File: config.mk
export PLATFORM = sky130hd
export DESIGN_NAME = tps_ctrl
export DESIGN_NICKNAME = d
export VERILOG_FILES = /design/src/rtl/tps_pkg.sv /design/src/rtl/tps_ctrl.sv
export SDC_FILE = /design/constraint.sdc
export NUM_CORES = 1
export LEC_CHECK = 0
export BUFFER_PORTS_ARGS = -buffer_cell sky130_fd_sc_hd__buf_2
export CAP_MARGIN = 25
export CORE_AREA = 3 3 40 42
export CTS_BUF_LIST = sky130_fd_sc_hd__clkbuf_2 sky130_fd_sc_hd__clkbuf_4 sky130_fd_sc_hd__clkbuf_8
export DETAILED_ROUTE_END_ITERATION = 8
export DIE_AREA = 0 0 43 45
export SYNTH_ARGS = -nofsm -noshare
export SYNTH_HDL_FRONTEND = slang
export SYNTH_SLANG_ARGS = --single-unit
File: constraint.sdc
create_clock -name clk -period 1.2 [get_ports clk]
set_clock_uncertainty 0.2 [all_clocks]
set_input_delay 0.24 -clock clk [delete_from_list [all_inputs] [get_ports clk]]
set_output_delay 0.24 -clock clk [all_outputs]
set_load 0.05 [all_outputs]
File: src/rtl/tps_pkg.sv
`default_nettype none
// ----------------------------------------------------------------------------
// tps_pkg
// Types, constants and helper functions shared by the tiered poll scheduler.
// ----------------------------------------------------------------------------
package tps_pkg;

  localparam int S_TDATA_W = 88;
  localparam int M_TDATA_W = 40;
  localparam int CODE_W    = 8;
  localparam int NUM_CODES = 256;
  localparam int RTT_W     = 16;
  localparam int IVL_W     = 17;
  localparam int MULT_W    = 5;
  localparam int PERIOD_W  = IVL_W + MULT_W;

  localparam logic [7:0]       STREAM_MODE   = 8'h01;
  localparam logic [RTT_W-1:0] TIMEOUT_FLOOR = 16'd1000;
  localparam logic [IVL_W-1:0] INTERVAL_MIN  = 17'd10;

  typedef enum logic [2:0] {
    OP_CLEAR    = 3'd0,
    OP_ADD      = 3'd1,
    OP_ENQ      = 3'd2,
    OP_POLL     = 3'd3,
    OP_COMPLETE = 3'd4
  } op_t;

  typedef enum logic [1:0] {
    TIER_HIGH = 2'd0,
    TIER_MED  = 2'd1,
    TIER_LOW  = 2'd2
  } tier_t;

  typedef struct packed {
    logic load;
    logic clear_map;
    logic add_code;
    logic enqueue;
    logic dequeue;
    logic complete;
    logic scan_start;
    logic scan_run;
    logic sched_calc;
    logic sched_write;
    logic emit;
  } cmd_t;

  typedef struct packed {
    op_t  op;
    logic outstanding;
    logic queue_nonempty;
    logic scan_last;
    logic pipe_busy;
    logic found;
    logic out_free;
  } stat_t;

  function automatic tier_t tier_of(input logic [CODE_W-1:0] c);
    tier_t t;
    t = TIER_LOW;
    if (c == 8'h0C || c == 8'h0D || c == 8'h11) begin
      t = TIER_HIGH;
    end else if (c == 8'h04 || c == 8'h0B || c == 8'h0E || c == 8'h10 ||
                 (c >= 8'h14 && c <= 8'h2B)) begin
      t = TIER_MED;
    end
    return t;
  endfunction

  function automatic logic [MULT_W-1:0] period_mult(input tier_t t, input logic congested);
    logic [MULT_W-1:0] m;
    unique case (t)
      TIER_HIGH: m = 5'd3;
      TIER_MED:  m = congested ? 5'd10 : 5'd6;
      default:   m = congested ? 5'd20 : 5'd12;
    endcase
    return m;
  endfunction

endpackage
`default_nettype wire

File: src/rtl/tps_ctrl.sv
`default_nettype none
// ----------------------------------------------------------------------------
// tps_ctrl
// Sequencer: takes one beat, runs the operation on the datapath, hands the
// result to the output register.
// ----------------------------------------------------------------------------
module tps_ctrl (
  input  wire logic          clk,
  input  wire logic          rst,
  input  wire logic          in_valid,
  output logic               in_ready,
  input  wire tps_pkg::stat_t stat,
  output tps_pkg::cmd_t      cmd
);

  typedef enum logic [2:0] {
    S_IDLE,
    S_EXEC,
    S_SCAN,
    S_FLUSH,
    S_PERIOD,
    S_SCHED,
    S_EMIT
  } state_t;

  state_t state;
  state_t state_next;

  assign in_ready = (state == S_IDLE);

  always_comb begin
    cmd        = '0;
    state_next = state;
    unique case (state)
      S_IDLE: begin
        if (in_valid) begin
          cmd.load   = 1'b1;
          state_next = S_EXEC;
        end
      end
      S_EXEC: begin
        state_next = S_EMIT;
        unique case (stat.op)
          tps_pkg::OP_CLEAR:    cmd.clear_map = 1'b1;
          tps_pkg::OP_ADD:      cmd.add_code  = 1'b1;
          tps_pkg::OP_ENQ:      cmd.enqueue   = 1'b1;
          tps_pkg::OP_COMPLETE: cmd.complete  = 1'b1;
          tps_pkg::OP_POLL: begin
            if (!stat.outstanding) begin
              if (stat.queue_nonempty) begin
                cmd.dequeue = 1'b1;
              end else begin
                cmd.scan_start = 1'b1;
                state_next     = S_SCAN;
              end
            end
          end
          default: ;
        endcase
      end
      S_SCAN: begin
        cmd.scan_run = 1'b1;
        if (stat.scan_last) begin
          state_next = S_FLUSH;
        end
      end
      S_FLUSH: begin
        if (!stat.pipe_busy) begin
          state_next = stat.found ? S_PERIOD : S_EMIT;
        end
      end
      S_PERIOD: begin
        cmd.sched_calc = 1'b1;
        state_next     = S_SCHED;
      end
      S_SCHED: begin
        cmd.sched_write = 1'b1;
        state_next      = S_EMIT;
      end
      S_EMIT: begin
        if (stat.out_free) begin
          cmd.emit   = 1'b1;
          state_next = S_IDLE;
        end
      end
      default: state_next = S_IDLE;
    endcase
  end

  always_ff @(posedge clk) begin
    if (rst) begin
      state <= S_IDLE;
    end else begin
      state <= state_next;
    end
  end

endmodule
`default_nettype wire

==> metrics.txt <==
failing checks=negative setup slack; endpoint class of the critical path=output port; Post-synth top cells=nor2_1 (6), dfxtp_1 (3), nor3b_2 (3); total grt overflow=0; Final HPWL DP=719 um; Vias per Instance=4.66; total track usage=11.9%; post-synthesis sequential area ratio=18.3%; Die ar.=0.00194 mm2; Worst Setup Slack, final=-0.594 ns; Post-Place Cell Area=543 um2; Die X=43 um; Synth Area in Adders=0%; Post-Syn Instances=41; total CTS buffers=3; Levels on crit path=5; number of global-route vias before repair=407; type of the tightest min-delay check=input port to register; CTS clock-pin slew for the worst setup and hold paths=0.04 ns; Crit. Startpoint=state[2]$_SDFFE_PP0P_; combinational share of power=60.6%; worst slack, placed=-0.421 ns; Net Sw Frac=40.2%; number of remaining DRC errors=0; Leakage=0.346 nW; first-pass GRT wire length=1750 um; syn_nets=53; fin nets=90; status=finished, violations left; setup violators final=15; total iterations of the first detailed-routing run=4; antenna violations before repair=0; Tcrit/Tclk final=149%; Reg2Reg Launch Point=state[2]$_SDFFE_PP0P_; core area=0.00128 mm2; Mapped Avg Cell Area=8.00 um2; Sink Count=3; Most flops, register=state; Worst EP required=0.76 ns; CP cell instances=nor3b_4, buf_4, nand2b_4, nor3b_4, buf_6; normalized max-slew margin=83.4%; WP buf/inv=2; Hold Fails Final Rpt=0; Yosys cell types=25; Area contributors post-synth=dfxtp_1 (18%), nor3b_2 (11%), buf_6 (6.9%); diode count=0; Synth Area in XOR/XNOR=0%; H-tree Lvls=1; Post-Syn Area=328 um2; Max Fclk=557 MHz; final design utilization=60.7%; Clk Latency, worst-skew pair=0.24 ns; largest family of logic cells by synthesized area=simple AND/OR/NAND/NOR gates; max incr delay on CP=0.32 ns; IO Port Bufs=23; #FFs+latches synth=3; total vias in the final route=429; Startpoint Class=register; maximum VDD drop=0.450 mV; EDFF count, synth=0; Max Slew Vio Count=0; clk buf depth=2; CP max-delay cell=dfxtp_2; power share of the clock group=23.9%; Final GP Congestion=0.748; cell taking the most area after synthesis=dfxtp_1; Worst Setup EP=cmd[8]; Total Wirelength=1030 um; Avg WL per Cell=11.2 um; r2r setup slk=-0.16 ns; drt initial violations=6; biggest registers after layout=state (3); Antenna Nets Post-Route=0; Psw=0.000343 W; Internal Pwr Total=0.000510 W; CP Max Fanout=3; CTS tree=built; top_reg_cell synth=dfxtp_1; I/O Pins=24; share of cells above drive strength 1=77.9%; post-route cell area=779 um2; mux share of post-synthesis cell area=3.05%; Arr. time, crit path=1.35 ns; RSZ-0062 raised after global routing=true; root buf cell=clkbuf_4; CP most frequent cell=nor3b_4; Fin Setup TNS=-6.24 ns; crit path time final=1.79 ns; Yosys warning count=0; post-synthesis simple-gate area fraction=51.5%; sequential share of power=15.5%; worst-case reg-to-reg path depth=6; Synth top area share=18.3%; Setup CP Type=register to output port; Layout area overhead=138%; actual slew at the worst max-slew pin=0.249 ns; crit-path leading delay family=simple AND/OR/NAND/NOR gates; Synth Area in Compound Gates=15.6%; RR Endpoint=state[0]$_SDFFE_PP0P_; async set or reset register ratio after synthesis=0%; max_cap viols=0; Rows=13; overall die height=45 um; power density over the cells=1090 mW/mm2; number of flip-flops in the largest register=3; Initial Util=25.5%; pin count of the biggest net entering global routing=12; top-count cell post-synth=nor2_1
==> power by group through the flow <==
| stage | Clock [W] | Combinational, W | Sequential (W) |
|---|---|---|---|
| floorplan | 0 | 0.000287 | 0.000131 |
| global placement | 0 | 0.000366 | 0.000127 |
| detailed placement | 0 | 0.000366 | 0.000127 |
| CTS | 0.000204 | 0.000455 | 0.000131 |
| global route | 0.000215 | 0.000548 | 0.000135 |
| finish | 0.000204 | 0.000517 | 0.000132 |
==> layout make-up <==
cell class                 count  area (um2)
sequential                     3        63.8
inverter                       2        7.51
multi-input combinational     33         347
fill                          99         505
timing repair buffer          35         313
tap                           15        18.8
clock buffer                   4        30.0
==> worst min-delay path: cells and delay by family <==
kind                   cells  cell delay, ns
AO/OA/AOI/OAI              1            0.11
buffers and inverters      2            0.18
==> what timing repair did <==
action                                  CTS  global route
endpoints found under the hold margin     1             0
endpoints found under the setup margin   13            15
buffers inserted                          2             4
pin swaps                                10             6
hold buffers                              1             0
resized for setup                        33            11
cloned                                    0             0
==> per-stage QoR <==
| step | hold WS [ns] | cells | power [W] |
|---|---|---|---|
| 5_1_grt | 0.157 | 92 | 0.000898 |
| 6_report | 0.128 | 92 | 0.000853 |
| 2_1_floorplan | 0.112 | 41 | 0.000417 |
| 4_1_cts | 0.0883 | 90 | 0.000790 |
| 3_5_place_dp | 0.237 | 83 | 0.000493 |
| 3_3_place_gp | 0.238 | 83 | 0.000493 |
==> worst min path at each step <==
stage,startpoint,end,slack [ns],cells past startpoint
6_report,rst,state[1]$_SDFFE_PP0P_,0.13,3
5_1_grt,rst,state[1]$_SDFFE_PP0P_,0.16,3
4_1_cts,rst,state[1]$_SDFFE_PP0P_,0.09,3
3_5_place_dp,rst,state[0]$_SDFFE_PP0P_,0.24,2
3_3_place_gp,rst,state[0]$_SDFFE_PP0P_,0.24,2
2_1_floorplan,rst,state[0]$_SDFFE_PP0P_,0.11,1
==> routing by layer <==
metal  track usage (%)  vias up  wire length [um]
li1                  -      219                 -
met1              15.9      199               442
met2              19.5        8               538
met3              1.20        3                22
met4              5.42        0                23
met5                 0        -                 0
==> cells by family (layout without fill, tap and decap cells) <==
kind of cell | after synthesis | in the layout
AO/OA/AOI/OAI | 7 | 7
flip-flops | 3 | 3
multiplexers | 1 | 1
AND/OR/NAND/NOR | 25 | 25
buffers and inverters | 5 | 41
==> cells in the final DEF (no fill, tap or decap), types with 2 or more instances in the layout <==
cell type	instances
buf_4	8
nor2_4	2
inv_1	2
nor2_1	4
clkbuf_4	4
buf_2	11
nor3b_4	4
and2_4	2
nor3_4	2
dfxtp_2	3
buf_6	10
buf_8	5
No activity file was read; power rests on OpenSTA's default activity.
